## config.mk

```make
export PLATFORM = sky130hd
export DESIGN_NAME = cat_text_stream_formatter_core_flat
export DESIGN_NICKNAME = d
export VERILOG_FILES = /design/src/rtl/ctsf_pkg.sv /design/src/rtl/ctsf_byte_if.sv /design/src/rtl/ctsf_res_if.sv /design/src/rtl/cat_text_stream_formatter_core.sv /design/src/flat_wrapper.sv
export VERILOG_INCLUDE_DIRS = /design/src /design/src/rtl
export SDC_FILE = /design/constraint.sdc
export NUM_CORES = 1
export LEC_CHECK = 0
export BUFFER_PORTS_ARGS = -buffer_cell sky130_fd_sc_hd__buf_2
export CORE_MARGIN = 10
export CORE_UTILIZATION = 46
export CTS_CLUSTER_DIAMETER = 120
export DETAILED_ROUTE_END_ITERATION = 12
export PLACE_DENSITY = 0.76
export SETUP_SLACK_MARGIN = 0.05
export SLEW_MARGIN = 20
export SYNTH_ARGS = -nofsm -noshare
export SYNTH_HDL_FRONTEND = slang
export SYNTH_SLANG_ARGS = --single-unit
```

## constraint.sdc

```tcl
create_clock -name i_clk -period 2.3 [get_ports i_clk]
set_input_delay 0.23 -clock i_clk [delete_from_list [all_inputs] [get_ports i_clk]]
set_output_delay 0.23 -clock i_clk [all_outputs]
set_load 0.02 [all_outputs]
```

## src/rtl/cat_text_stream_formatter_core_assert.svh

```systemverilog
// Assertion macros shared by the formatter RTL.
// All checks run on i_clk and are held off while i_rst_n is low.
`ifndef CAT_TEXT_STREAM_FORMATTER_CORE_ASSERT_SVH
`define CAT_TEXT_STREAM_FORMATTER_CORE_ASSERT_SVH

// Property must hold at every clock edge.
`define CTSF_ASSERT_ALWAYS(label, prop, msg) \
    label: assert property (@(posedge i_clk) disable iff (!i_rst_n) (prop)) \
        else $error(msg);

// If ante holds at an edge, cons must hold at the next edge.
`define CTSF_ASSERT_NEXT(label, ante, cons, msg) \
    label: assert property (@(posedge i_clk) disable iff (!i_rst_n) \
        (ante) |=> (cons)) else $error(msg);

`endif

```

## src/rtl/ctsf_pkg.sv

```systemverilog
`timescale 1ns / 1ps

package ctsf_pkg;

    localparam int unsigned NumDigits = 6;
    localparam int unsigned CountW    = 4 * NumDigits;
    // worst case expansion: digits, tab, then the byte itself
    localparam int unsigned BufDepth  = NumDigits + 2;
    localparam int unsigned CntW      = $clog2(BufDepth + 1);

    typedef logic [7:0]        t_byte;
    typedef logic [CountW-1:0] t_bcd;
    typedef logic [CntW-1:0]   t_cnt;

    typedef enum logic [2:0] {
        VM_PLAIN        = 3'd0,
        VM_NUM_NONBLANK = 3'd1,
        VM_NUM_ALL      = 3'd2,
        VM_SQUEEZE      = 3'd3,
        VM_ENDS         = 3'd4,
        VM_ENDS_VIS     = 3'd5,
        VM_TABS         = 3'd6,
        VM_TABS_VIS     = 3'd7
    } t_view_mode;

    localparam t_byte ChTab    = 8'h09;
    localparam t_byte ChLf     = 8'h0A;
    localparam t_byte ChSpace  = 8'h20;
    localparam t_byte ChDollar = 8'h24;
    localparam t_byte ChDash   = 8'h2D;
    localparam t_byte ChZero   = 8'h30;
    localparam t_byte ChQuest  = 8'h3F;
    localparam t_byte ChUpperI = 8'h49;
    localparam t_byte ChUpperM = 8'h4D;
    localparam t_byte ChCaret  = 8'h5E;
    localparam t_byte ChDel    = 8'h7F;
    localparam t_byte CtrlLimit = 8'h20;
    localparam t_byte CaretOffset = 8'h40;

    localparam t_bcd BcdOne = t_bcd'(1);

endpackage

```

## src/rtl/ctsf_byte_if.sv

```systemverilog
`timescale 1ns / 1ps

interface ctsf_byte_if;
    logic                valid;
    logic                ready;
    ctsf_pkg::t_byte     data_byte;

    modport source (output valid, output data_byte, input ready);
    modport sink   (input valid, input data_byte, output ready);
endinterface

```

## src/rtl/ctsf_res_if.sv

```systemverilog
`timescale 1ns / 1ps

interface ctsf_res_if;
    logic                valid;
    logic                ready;
    ctsf_pkg::t_byte     out_byte;
    logic                last_of_run;

    modport source (output valid, output out_byte, output last_of_run, input ready);
    modport sink   (input valid, input out_byte, input last_of_run, output ready);
endinterface

```

## src/rtl/cat_text_stream_formatter_core.sv

```systemverilog
`timescale 1ns / 1ps
// Channel   Dir  Payload                      Word accepted when
// i_in      in   data_byte[7:0]               valid && ready
// o_out     out  out_byte[7:0], last_of_run   valid && ready
// i_cfg     in   i_cfg_data[2:0] (view_mode)  i_cfg_we
//
// An accepted byte is held in the input register, then expanded into the output
// buffer, which drains one word per cycle while o_out is ready. A byte expands
// to one word if plain, and up to NumDigits + 2 words for a numbered line start.
// Reset is synchronous, active low, and clears state to line start, counter at
// one, mode plain. A stalled o_out holds the buffer; one more input byte is
// still taken into the input register.

module cat_text_stream_formatter_core (
    input  logic                 i_clk,
    input  logic                 i_rst_n,
    ctsf_byte_if.sink            i_in,
    ctsf_res_if.source           o_out,
    input  logic                 i_cfg_we,
    input  logic [2:0]           i_cfg_data
);

    ctsf_pkg::t_view_mode r_mode;
    logic                 r_line_start;
    logic                 r_blank_pend;
    ctsf_pkg::t_bcd       r_count;

    logic                 r_in_valid;
    ctsf_pkg::t_byte      r_in_byte;

    ctsf_pkg::t_byte      r_buf [ctsf_pkg::BufDepth];
    ctsf_pkg::t_cnt       r_cnt;

    logic                 w_load;
    logic                 w_take;

    ctsf_pkg::t_byte      w_num [ctsf_pkg::NumDigits + 1];
    ctsf_pkg::t_bcd       w_count_inc;
    ctsf_pkg::t_byte      w_vis [4];
    ctsf_pkg::t_cnt       w_vis_n;
    ctsf_pkg::t_byte      w_exp [ctsf_pkg::BufDepth];
    ctsf_pkg::t_cnt       w_exp_n;
    logic                 n_blank_pend;
    ctsf_pkg::t_bcd       n_count;
    logic                 w_bcd_ok;

    assign w_take = o_out.valid && o_out.ready;
    assign w_load = r_in_valid &&
                    ((r_cnt == '0) || ((r_cnt == ctsf_pkg::t_cnt'(1)) && o_out.ready));

    assign i_in.ready        = !r_in_valid || w_load;
    assign o_out.valid       = (r_cnt != '0);
    assign o_out.out_byte    = r_buf[0];
    assign o_out.last_of_run = (r_cnt == ctsf_pkg::t_cnt'(1));

    // number field: blanks for leading zeros, then a tab
    always_comb begin
        logic       lead;
        logic [3:0] v;
        lead = 1'b1;
        for (int d = ctsf_pkg::NumDigits - 1; d >= 0; d--) begin
            v = r_count[4*d +: 4];
            if (v != 4'd0 || d == 0) begin
                lead = 1'b0;
            end
            w_num[ctsf_pkg::NumDigits - 1 - d] =
                lead ? ctsf_pkg::ChSpace : (ctsf_pkg::ChZero + {4'd0, v});
        end
        w_num[ctsf_pkg::NumDigits] = ctsf_pkg::ChTab;
    end

    // BCD increment, sticks at all nines
    always_comb begin
        logic       all_nine;
        logic       carry;
        logic [3:0] v;
        all_nine    = 1'b1;
        carry       = 1'b1;
        w_count_inc = r_count;
        for (int d = 0; d < ctsf_pkg::NumDigits; d++) begin
            v = r_count[4*d +: 4];
            if (v != 4'd9) begin
                all_nine = 1'b0;
            end
            if (carry) begin
                if (v >= 4'd9) begin
                    w_count_inc[4*d +: 4] = 4'd0;
                end else begin
                    w_count_inc[4*d +: 4] = v + 4'd1;
                    carry = 1'b0;
                end
            end
        end
        if (all_nine) begin
            w_count_inc = r_count;
        end
    end

    // caret and M- notation
    always_comb begin
        ctsf_pkg::t_byte low7;
        ctsf_pkg::t_byte cb0;
        ctsf_pkg::t_byte cb1;
        logic            two;
        low7 = {1'b0, r_in_byte[6:0]};
        cb1  = ctsf_pkg::ChQuest;
        two  = 1'b1;
        if (low7 == ctsf_pkg::ChDel) begin
            cb0 = ctsf_pkg::ChCaret;
        end else if (low7 < ctsf_pkg::CtrlLimit) begin
            cb0 = ctsf_pkg::ChCaret;
            cb1 = low7 + ctsf_pkg::CaretOffset;
        end else begin
            cb0 = low7;
            two = 1'b0;
        end
        if (r_in_byte[7]) begin
            w_vis[0] = ctsf_pkg::ChUpperM;
            w_vis[1] = ctsf_pkg::ChDash;
            w_vis[2] = cb0;
            w_vis[3] = cb1;
            w_vis_n  = two ? ctsf_pkg::t_cnt'(4) : ctsf_pkg::t_cnt'(3);
        end else begin
            w_vis[0] = cb0;
            w_vis[1] = cb1;
            w_vis[2] = ctsf_pkg::ChSpace;
            w_vis[3] = ctsf_pkg::ChSpace;
            w_vis_n  = two ? ctsf_pkg::t_cnt'(2) : ctsf_pkg::t_cnt'(1);
        end
    end

    // expansion of the staged byte
    always_comb begin
        logic is_lf;
        logic is_tab;
        logic numbered;
        is_lf    = (r_in_byte == ctsf_pkg::ChLf);
        is_tab   = (r_in_byte == ctsf_pkg::ChTab);
        numbered = 1'b0;
        for (int i = 0; i < ctsf_pkg::BufDepth; i++) begin
            w_exp[i] = r_in_byte;
        end
        w_exp_n      = ctsf_pkg::t_cnt'(1);
        n_blank_pend = r_blank_pend;

        unique case (r_mode)
            ctsf_pkg::VM_PLAIN: begin
                w_exp_n = ctsf_pkg::t_cnt'(1);
            end
            ctsf_pkg::VM_NUM_NONBLANK: begin
                numbered = r_line_start && !is_lf;
            end
            ctsf_pkg::VM_NUM_ALL: begin
                numbered = r_line_start;
            end
            ctsf_pkg::VM_SQUEEZE: begin
                if (r_line_start && is_lf) begin
                    n_blank_pend = 1'b1;
                    w_exp_n      = '0;
                end else if (r_line_start && r_blank_pend) begin
                    w_exp[0]     = ctsf_pkg::ChLf;
                    w_exp_n      = ctsf_pkg::t_cnt'(2);
                    n_blank_pend = 1'b0;
                end
            end
            ctsf_pkg::VM_ENDS: begin
                if (is_lf) begin
                    w_exp[0] = ctsf_pkg::ChDollar;
                    w_exp_n  = ctsf_pkg::t_cnt'(2);
                end
            end
            ctsf_pkg::VM_ENDS_VIS: begin
                if (is_lf) begin
                    w_exp[0] = ctsf_pkg::ChDollar;
                    w_exp_n  = ctsf_pkg::t_cnt'(2);
                end else if (!is_tab) begin
                    for (int i = 0; i < 4; i++) begin
                        w_exp[i] = w_vis[i];
                    end
                    w_exp_n = w_vis_n;
                end
            end
            ctsf_pkg::VM_TABS: begin
                if (is_tab) begin
                    w_exp[0] = ctsf_pkg::ChCaret;
                    w_exp[1] = ctsf_pkg::ChUpperI;
                    w_exp_n  = ctsf_pkg::t_cnt'(2);
                end
            end
            ctsf_pkg::VM_TABS_VIS: begin
                if (!is_lf) begin
                    for (int i = 0; i < 4; i++) begin
                        w_exp[i] = w_vis[i];
                    end
                    w_exp_n = w_vis_n;
                end
            end
        endcase

        if (numbered) begin
            for (int i = 0; i <= ctsf_pkg::NumDigits; i++) begin
                w_exp[i] = w_num[i];
            end
            w_exp_n = ctsf_pkg::t_cnt'(ctsf_pkg::NumDigits + 2);
            n_count = w_count_inc;
        end else begin
            n_count = r_count;
        end
    end

    always_ff @(posedge i_clk) begin
        if (!i_rst_n) begin
            r_mode       <= ctsf_pkg::VM_PLAIN;
            r_line_start <= 1'b1;
            r_blank_pend <= 1'b0;
            r_count      <= ctsf_pkg::BcdOne;
            r_in_valid   <= 1'b0;
            r_cnt        <= '0;
        end else begin
            if (i_cfg_we) begin
                r_mode <= ctsf_pkg::t_view_mode'(i_cfg_data);
            end
            if (i_in.valid && i_in.ready) begin
                r_in_valid <= 1'b1;
            end else if (w_load) begin
                r_in_valid <= 1'b0;
            end
            if (w_load) begin
                r_line_start <= (r_in_byte == ctsf_pkg::ChLf);
                r_blank_pend <= n_blank_pend;
                r_count      <= n_count;
                r_cnt        <= w_exp_n;
            end else if (w_take) begin
                r_cnt <= r_cnt - ctsf_pkg::t_cnt'(1);
            end
        end
    end

    // payload registers
    always_ff @(posedge i_clk) begin
        if (i_in.valid && i_in.ready) begin
            r_in_byte <= i_in.data_byte;
        end
        if (w_load) begin
            r_buf <= w_exp;
        end else if (w_take) begin
            for (int i = 0; i < ctsf_pkg::BufDepth - 1; i++) begin
                r_buf[i] <= r_buf[i + 1];
            end
        end
    end

    always_comb begin
        w_bcd_ok = 1'b1;
        for (int d = 0; d < ctsf_pkg::NumDigits; d++) begin
            if (r_count[4*d +: 4] > 4'd9) begin
                w_bcd_ok = 1'b0;
            end
        end
    end

`include "cat_text_stream_formatter_core_assert.svh"

    `CTSF_ASSERT_ALWAYS(a_cnt_range, r_cnt <= ctsf_pkg::t_cnt'(ctsf_pkg::BufDepth), "buffer count exceeds depth")
    `CTSF_ASSERT_ALWAYS(a_bcd_digits, w_bcd_ok && (r_count != '0), "line counter is not valid BCD")
    `CTSF_ASSERT_NEXT(a_drain_step, w_take && (r_cnt > ctsf_pkg::t_cnt'(1)), r_cnt == $past(r_cnt) - ctsf_pkg::t_cnt'(1), "buffer did not drain by one word")
    `CTSF_ASSERT_NEXT(a_load_empty, r_in_valid && !i_in.ready, o_out.valid && $stable(r_in_byte), "staged byte lost while buffer busy")

endmodule

```

## src/flat_wrapper.sv

```systemverilog
// flat-port wrapper written by rule: the top's interface ports become plain ports
module cat_text_stream_formatter_core_flat 
  (i_clk, i_rst_n, i_cfg_we, i_cfg_data, i_in_valid, i_in_data_byte, i_in_ready, o_out_valid, o_out_out_byte, o_out_last_of_run, o_out_ready);
  ctsf_byte_if i_in_i ();
  ctsf_res_if o_out_i ();
  input  logic i_clk;
  input  logic i_rst_n;
  input  logic i_cfg_we;
  input  logic [2:0] i_cfg_data;
  input wire logic [$bits(i_in_i.valid)-1:0] i_in_valid;
  input wire logic [$bits(i_in_i.data_byte)-1:0] i_in_data_byte;
  output wire logic [$bits(i_in_i.ready)-1:0] i_in_ready;
  output wire logic [$bits(o_out_i.valid)-1:0] o_out_valid;
  output wire logic [$bits(o_out_i.out_byte)-1:0] o_out_out_byte;
  output wire logic [$bits(o_out_i.last_of_run)-1:0] o_out_last_of_run;
  input wire logic [$bits(o_out_i.ready)-1:0] o_out_ready;
  assign i_in_i.valid = i_in_valid;
  assign i_in_i.data_byte = i_in_data_byte;
  assign i_in_ready = i_in_i.ready;
  assign o_out_valid = o_out_i.valid;
  assign o_out_out_byte = o_out_i.out_byte;
  assign o_out_last_of_run = o_out_i.last_of_run;
  assign o_out_i.ready = o_out_ready;
  cat_text_stream_formatter_core u_core (.i_clk(i_clk), .i_rst_n(i_rst_n), .i_in(i_in_i), .o_out(o_out_i), .i_cfg_we(i_cfg_we), .i_cfg_data(i_cfg_data));
endmodule
```

==> results of run 1 <==
==> per-stage QoR <==
| step | hold WS, ps | area, sq um |
|---|---|---|
| final | 45.9 | 7530 |
| after global routing | 42.8 | 7530 |
| after CTS | 41.2 | 7040 |
| after detailed placement | 410 | 6660 |
| after global placement | 409 | 6660 |
| after floorplan | 329 | 5970 |
==> power by group <==
group	switching (W)	internal (W)	total [W]	leakage, nW
logic	0.00172	0.00114	0.00286	1.80
registers	0.000211	0.00302	0.00323	0.969
clock network	0.000682	0.000789	0.00147	0.133
==> path summary, 6_finish.rpt <==
| kind | from | end | slack [ps] | cells after the start |
|---|---|---|---|---|
| max reg2reg | u_core.r_cnt[1] | u_core.r_count[10] | -30 | 8 |
| max | u_core.r_cnt[1] | u_core.r_count[10] | -30 | 8 |
| min reg2reg | u_core.r_cnt[3] | u_core.r_cnt[3] | 510 | 2 |
| min | i_in_data_byte[2] | u_core.r_in_byte[2] | 50 | 1 |
==> placed cells by master, fill, tap and decap left out, types with 4 or more instances in the layout <==
master	Yosys	layout
sky130_fd_sc_hd__clkbuf_16	0	9
sky130_fd_sc_hd__a21o_1	7	7
sky130_fd_sc_hd__nand4b_1	4	4
sky130_fd_sc_hd__dfxtp_2	0	4
sky130_fd_sc_hd__o21ai_1	0	8
sky130_fd_sc_hd__buf_6	2	10
sky130_fd_sc_hd__o21a_1	4	4
sky130_fd_sc_hd__o31ai_1	9	7
sky130_fd_sc_hd__o211ai_1	6	6
sky130_fd_sc_hd__and2_1	6	5
sky130_fd_sc_hd__o21ai_0	50	39
sky130_fd_sc_hd__mux2i_1	5	4
sky130_fd_sc_hd__dfxtp_1	34	30
sky130_fd_sc_hd__ha_1	26	24
sky130_fd_sc_hd__a22o_1	4	4
sky130_fd_sc_hd__a21oi_2	1	8
sky130_fd_sc_hd__or4b_4	1	4
sky130_fd_sc_hd__a31oi_1	18	15
sky130_fd_sc_hd__nor3b_2	0	4
sky130_fd_sc_hd__nand2_4	0	5
sky130_fd_sc_hd__nand2_1	77	72
sky130_fd_sc_hd__nor2_1	66	63
sky130_fd_sc_hd__nor3_1	15	13
sky130_fd_sc_hd__edfxtp_1	72	72
sky130_fd_sc_hd__buf_4	11	82
sky130_fd_sc_hd__o211a_1	4	4
sky130_fd_sc_hd__nand3_1	22	18
sky130_fd_sc_hd__inv_1	26	21
sky130_fd_sc_hd__nand4_1	7	7
sky130_fd_sc_hd__a21oi_1	41	33
sky130_fd_sc_hd__buf_2	3	26
sky130_fd_sc_hd__and3_1	5	4
==> layout make-up <==
| cell class | instances | area (sq um) |
|---|---|---|
| clock buffers | 13 | 260 |
| flip-flops and latches | 106 | 2850 |
| well taps | 172 | 215 |
| repair buffers | 123 | 948 |
| clock inverters | 3 | 16.3 |
| inverters | 26 | 105 |
| fillers | 1051 | 5090 |
| multi-input cells | 456 | 3140 |
==> worst max-delay path, cell delays in order (launching register included) <==
cell and delay, ps:
sky130_fd_sc_hd__dfxtp_2 330, sky130_fd_sc_hd__inv_2 70, sky130_fd_sc_hd__ha_2 170, sky130_fd_sc_hd__a21o_1 170, sky130_fd_sc_hd__nand3_4 120, sky130_fd_sc_hd__a211oi_4 520
sky130_fd_sc_hd__nand3_2 200, sky130_fd_sc_hd__or4b_4 530, sky130_fd_sc_hd__a21oi_2 140
==> cells by family after synthesis <==
kind of cell | count (synthesis)
adder cells (fa/ha/maj) | 26
AO/OA/AOI/OAI | 187
AND/OR/NAND/NOR | 236
multiplexers | 5
flip-flops | 106
buffers and inverters | 73
==> registers in the layout, summed over array words and instances, names as in the netlist <==
register,cells
u_core.r_count,24
u_core.r_mode,3
u_core.r_buf,56
u_core.o_out.out_byte,8
u_core.r_in_byte,8
u_core.r_blank_pend,1
u_core.r_in_valid,1
u_core.r_cnt,4
u_core.r_line_start,1
==> layer usage <==
layer | share of wire [%] | track usage (%)
met2 | 49 | 29.5
met3 | 7.9 | 4.25
met1 | 41 | 23.0
met4 | 1.9 | 6.05
met5 | 0 | 0
==> timing repair <==
item                                    in CTS  in global routing
setup buffers                                7                 15
pin swaps                                    6                 31
gates cloned                                 0                  2
hold buffers                                 0                  0
resized for setup                           14                 86
endpoints found under the setup margin      26                 63
==> metrics.md, run 1 <==
| Metric | Value |
|---|---|
| Worst-case headroom to the max-slew limit | 38.3% |
| Fraction of final layout cells sized beyond drive strength 1 | between 20% and 30% |
| Fin worst setup slack | -29.2 ps |
| Run status | complete, but fails checks |
| Slew Limit Fails | 0 |
| Number of detailed-routing iterations run before antenna repair | 5 |
| Area fraction in and, or, nand and nor cells after synthesis | 19.2% |
| Clock network latency to the later pin of the worst-skew pair | 360 ps |
| Clock root cell | sky130_fd_sc_hd__clkbuf_16 |
| Cell variety after synth | 67 |
| Final core area utilization | 59.7% |
| Post-synth EDFFs | 72 |
| Leakage power figure | roughly 2.9 nW |
| Post-Syn Nets | 675 |
| FFs w/ async S/R, synth | 0% |
| Total routing resource utilization after global routing | 18.1% |
| Total die area | 17800 sq um |
| Kind of launch point of the worst setup path | register |
| Count of clock tree sinks | 106 |
| Yosys warnings | 0 |
| HPWL reported at the end of detailed placement | about 12000 um |
| Req. time, crit path | roughly 2600 ps |
| Sort of element at the end of the critical path | register |
| Port bufs | 26 |
| First-pass GRT wire length | 26400 um |
| Number of vias after detailed routing | 5403 |
| Routed len/inst | 19.3 um |
| Htree depth | 3 |
| Longest Clk Path Bufs | 2 |
| Top cell types by occurrence after synthesis | sky130_fd_sc_hd__nand2_1 (77), sky130_fd_sc_hd__edfxtp_1 (72), sky130_fd_sc_hd__nor2_1 (66), sky130_fd_sc_hd__o21ai_0 (50), sky130_fd_sc_hd__a21oi_1 (41) |
| Synthesis-to-finish area growth | 27.3% |
| Crit path DAT | 2610 ps |
| IO Pins | 27 |
| Pin count of the biggest net entering global routing | 40 |
| DR DRC count | 0 |
| Part of the cycle the worst path needs | 101% |
| Number of global-route vias before repair | between 5000 and 6000 |
| Max rail drop VDD | 0.545 mV |
| Number of hold-slack violations in the final timing report | 0 |
| Maximum net fanout on the critical path | 6 |
| Die extent in y | 133 um |
| Layout Nets | 764 |
| Power density of the placed cells | 1000 nW/um^2 |
| Post-synthesis average cell area | 9.35 sq um |
| Clock-pin slew of the registers on the worst-case setup and hold paths | 70 ps |
| Starting utilization of the core area | 46.9% |
| Area share of the largest cell type after synthesis | ~37% |
| Number of violations of the max-capacitance limit | 0 |
| Post-synthesis mux area share | less than 1% |
| Final antenna diode count | 0 |
| Cell area after technology mapping | 5920 sq um |
| Final cell count without fillers | 899 |
| Worst setup slack after placement | -124 ps |
| Dominant cell by count in the synthesized netlist | sky130_fd_sc_hd__nand2_1 |
| Initial antenna violation count | 0 |
| Summed negative setup slack over all endpoints | -52.1 ps |
| Primary FF master, synth | sky130_fd_sc_hd__edfxtp_1 |
| Via count normalized by instance count | 6.01 |
| Xor and xnor fraction of the mapped netlist area | 0% |
| Total core area | 12600 sq um |
| Min Tclk post-route | 2330 ps |
| Starting DRT DRC Count | 553 |
| Synthesized-area fraction occupied by ao, oa, aoi and oai cells | about a fifth |
| Number of nets with antenna violations after routing | 0 |
| Worst Max-Slew Pin Slew | 924 ps |
| CTS tree | yes |
| Cells after synthesis | 633 |
| Congestion Overflow GR | 0 |
| Unrepaired setup endpoints after global routing | true |
| Portion of the post-synthesis area used by sequential elements | 48.0% |
| Post-route total power | 0.00756 W |
| Dominant cells by area after synthesis | sky130_fd_sc_hd__edfxtp_1 (37%), sky130_fd_sc_hd__dfxtp_1 (12%), sky130_fd_sc_hd__ha_1 (5.5%) |
| Placer's final routability congestion estimate | about 0.96 |
| Highest clock frequency the design can meet | 429 MHz |
| Number of storage elements in the synthesis netlist | 106 |
| Library cell occupying the most area in the post-synthesis netlist | sky130_fd_sc_hd__edfxtp_1 |
| Cell row count | 41 |
| Critical path class | register to register |
| Chip width | 133 um |
| Final clock skew | 6.65 ps |
| Failing checks | negative setup slack |
| Post-Place Cells | 859 |
| Total setup violations reported at the end of the flow | 3 |
| Number of buffers created by CTS | 9 |
| Post-Route WL | 17300 um |
| Main combinational cell family by area after synthesis | compound AO/OA/AOI/OAI gates |
| Synthesized-area fraction occupied by adder cells | under 10% |
| Type of the most critical hold path | primary input to register |
Note: power is estimated with default switching activity, not from simulation.
==> run 2, diff against run 1 <==
Settings changed: CTS_BUF_LIST set to sky130_fd_sc_hd__clkbuf_4 sky130_fd_sc_hd__clkbuf_8 sky130_fd_sc_hd__clkbuf_16, HOLD_SLACK_MARGIN set to 0.15.
==> metrics.md, run 2 (synthesis results as in run 1) <==
| Metric | Value |
|---|---|
| Max stage delay on crit path | 580 ps (+50 ps) |
| Sort of element at the end of the critical path | register |
| Number of violations of the max-capacitance limit | 0 (unchanged) |
| Max FFs per register | 56 (unchanged) |
| Failing checks | negative setup slack |
| Min Tclk post-route | 2320 ps (-4.55 ps) |
| Fin worst setup slack | -24.6 ps (+4.55 ps) |
| Total core area | 12600 sq um (unchanged) |
| Pin count of the biggest net entering global routing | 40 (unchanged) |
| Registers with the most flip-flops | u_core.r_buf (56), u_core.r_count (24) |
| Layout Nets | 780 (+2.1%) |
| Type of the most critical hold path | primary input to register |
| Met2 wire length | 8530 um (+0.86%) |
| Crit path DAT | 2430 ps (-180 ps) |
| Wire length on met1 | 7320 um (+1.9%) |
| Clock network latency to the later pin of the worst-skew pair | 360 ps (about the same) |
| Initial antenna violation count | 0 (unchanged) |
| Htree depth | 3 (unchanged) |
| First-pass GRT wire length | 26600 um (+0.71%) |
| Number of detailed-routing iterations run before antenna repair | 5 (unchanged) |
| Most frequent cells in the layout | sky130_fd_sc_hd__buf_4 (83), sky130_fd_sc_hd__nand2_1 (72), sky130_fd_sc_hd__edfxtp_1 (72), sky130_fd_sc_hd__nor2_1 (60), sky130_fd_sc_hd__o21ai_0 (37) |
| Highest clock frequency the design can meet | 430 MHz (+0.20%) |
| Clock root cell | sky130_fd_sc_hd__clkbuf_16 |
| DR DRC count | 0 (unchanged) |
| Maximum net fanout on the critical path | 6 (unchanged) |
| Total setup violations reported at the end of the flow | 3 (unchanged) |
| Kind of launch point of the worst setup path | register |
| Number of global-route vias before repair | 5207 (+1.3%) |
| Chip width | 133 um (unchanged) |
| Req. time, crit path | 2410 ps (-170 ps) |
| Area of combinational cells with multiple inputs | 3170 sq um (+1.2%) |
| HPWL reported at the end of detailed placement | 11500 um (unchanged) |
| Routed len/inst | 18.9 um (-1.8%) |
| Slowest cell on the critical path | sky130_fd_sc_hd__or4b_4 |
| Register cell area after layout | 2850 sq um (unchanged) |
| Reg with most FFs | u_core.r_buf |
| Post-Route WL | 17300 um (about the same) |
| Port bufs | 26 (unchanged) |
| Part of the cycle the worst path needs | 101% (-0.20 points) |
| Number of hold-slack violations in the final timing report | 0 (unchanged) |
| Longest Clk Path Bufs | 2 (unchanged) |
| Count of clock tree sinks | 106 (unchanged) |
| Power density of the placed cells | 985 nW/um^2 (-1.9%) |
| Total die area | 17800 sq um (unchanged) |
| Highest layer used for signal routing | met4 |
| Total routing resource utilization after global routing | 18.2% (+0.084 points) |
| Final cell count without fillers | 915 (+1.8%) |
| Die extent in y | 133 um (unchanged) |
| Cell row count | 41 (unchanged) |
| Synthesis-to-finish area growth | 30.9% |
| Minimum hold slack | 185 ps (+139 ps) |
| Worst Max-Slew Pin Slew | 915 ps (-8.98 ps) |
| Post-Place Cells | 859 (unchanged) |
| Critical-path cell list | or4b_4 > o211ai_4 > buf_12 > a21o_1 > buf_6 > nand2_8 > o32a_1 |
| Fraction of final layout cells sized beyond drive strength 1 | 30.6% (+0.98 points) |
| Starting DRT DRC Count | 533 (-3.6%) |
| Congestion Overflow GR | 0 (unchanged) |
| Run status | complete, but fails checks |
| Met3 Routed Length | 1140 um (-17%) |
| Final antenna diode count | 0 (unchanged) |
| CTS tree | yes |
| Leakage power figure | 2.99 nW (+3.1%) |
| IO Pins | 27 (unchanged) |
| Critical path class | register to register |
| Placer's final routability congestion estimate | 0.956 (unchanged) |
| Most common cell after layout, fill and taps aside | sky130_fd_sc_hd__buf_4 |
| Final clock skew | 5.90 ps (-0.745 ps) |
| Final core area utilization | 61.4% (+1.7 points) |
| Number of vias after detailed routing | 5462 (+1.1%) |
| Number of buffers created by CTS | 9 (unchanged) |
| Filler cells | 1026 (-2.4%) |
| Worst-case headroom to the max-slew limit | 38.9% (+0.60 points) |
| Starting utilization of the core area | 46.9% (unchanged) |
| Via count normalized by instance count | 5.97 (-0.68%) |
| Number of nets with antenna violations after routing | 0 (unchanged) |
| Slew Limit Fails | 0 (unchanged) |
| Unrepaired setup endpoints after global routing | true |
| Clock-pin slew of the registers on the worst-case setup and hold paths | 70 ps (about the same) |
| Max rail drop VDD | 0.547 mV (+0.35%) |
run 2: metal layers:
layer  vias to the layer above  global-route usage (%)
met5                         -                       0
met4                         0                    6.05
met3                        35                    3.98
met2                       240                    30.0
met1                      2634                    23.0
li1                       2553                       -
run 2: area by class of cell:
type,count,area share [%]
flip-flops and latches,106,36.8
repair buffers,139,14.4
multi-input cells,456,41.0
clock inverters,3,0.210
clock buffers,13,3.46
well taps,172,2.78
inverters,26,1.36
run 2: path summary, 6_finish.rpt:
check / slack, ps / depth (start not counted) / start / endpoint
worst min register to register: 500 / 2 / u_core.r_count[9] / u_core.r_count[9]
worst min-delay path: 180 / 3 / i_cfg_we / u_core.r_mode[2]
worst max-delay path: -20 / 7 / u_core.r_in_byte[5] / u_core.r_buf[53]
worst max register to register: -20 / 7 / u_core.r_in_byte[5] / u_core.r_buf[53]
run 2: power by group:
group          internal, W  switching, W
combinational      0.00117       0.00173
sequential         0.00302      0.000213
clock             0.000813      0.000681
run 2: worst max-delay path: cells and delay by family, from the launching register on:
family / cells / cell delay, ps
AO/OA/AOI/OAI: 3 / 700
buffers and inverters: 2 / 300
flip-flops: 1 / 410
AND/OR/NAND/NOR: 2 / 650
run 2: through the flow:
| step | power, W | setup WS [ps] | setup TNS, ps | cell area, sq um |
|---|---|---|---|---|
| after global routing | 0.00804 | -79.8 | -544 | 7740 |
| after floorplan | 0.00498 | 62.1 | 0 | 5970 |
| after global placement | 0.00563 | 10.8 | 0 | 6660 |
| after CTS | 0.00729 | -15.9 | -38.4 | 7170 |
| final | 0.00763 | -24.6 | -59.5 | 7740 |
| after detailed placement | 0.00574 | -124 | -313 | 6660 |
run 2: what timing repair did:
| item | in CTS | in global routing |
|---|---|---|
| gates cloned | 0 | 2 |
| setup buffers | 7 | 19 |
| endpoints found under the setup margin | 26 | 64 |
| pin swaps | 6 | 34 |
| hold endpoints to repair | 12 | 0 |
| hold buffers | 12 | 0 |
| gates resized for setup | 14 | 100 |
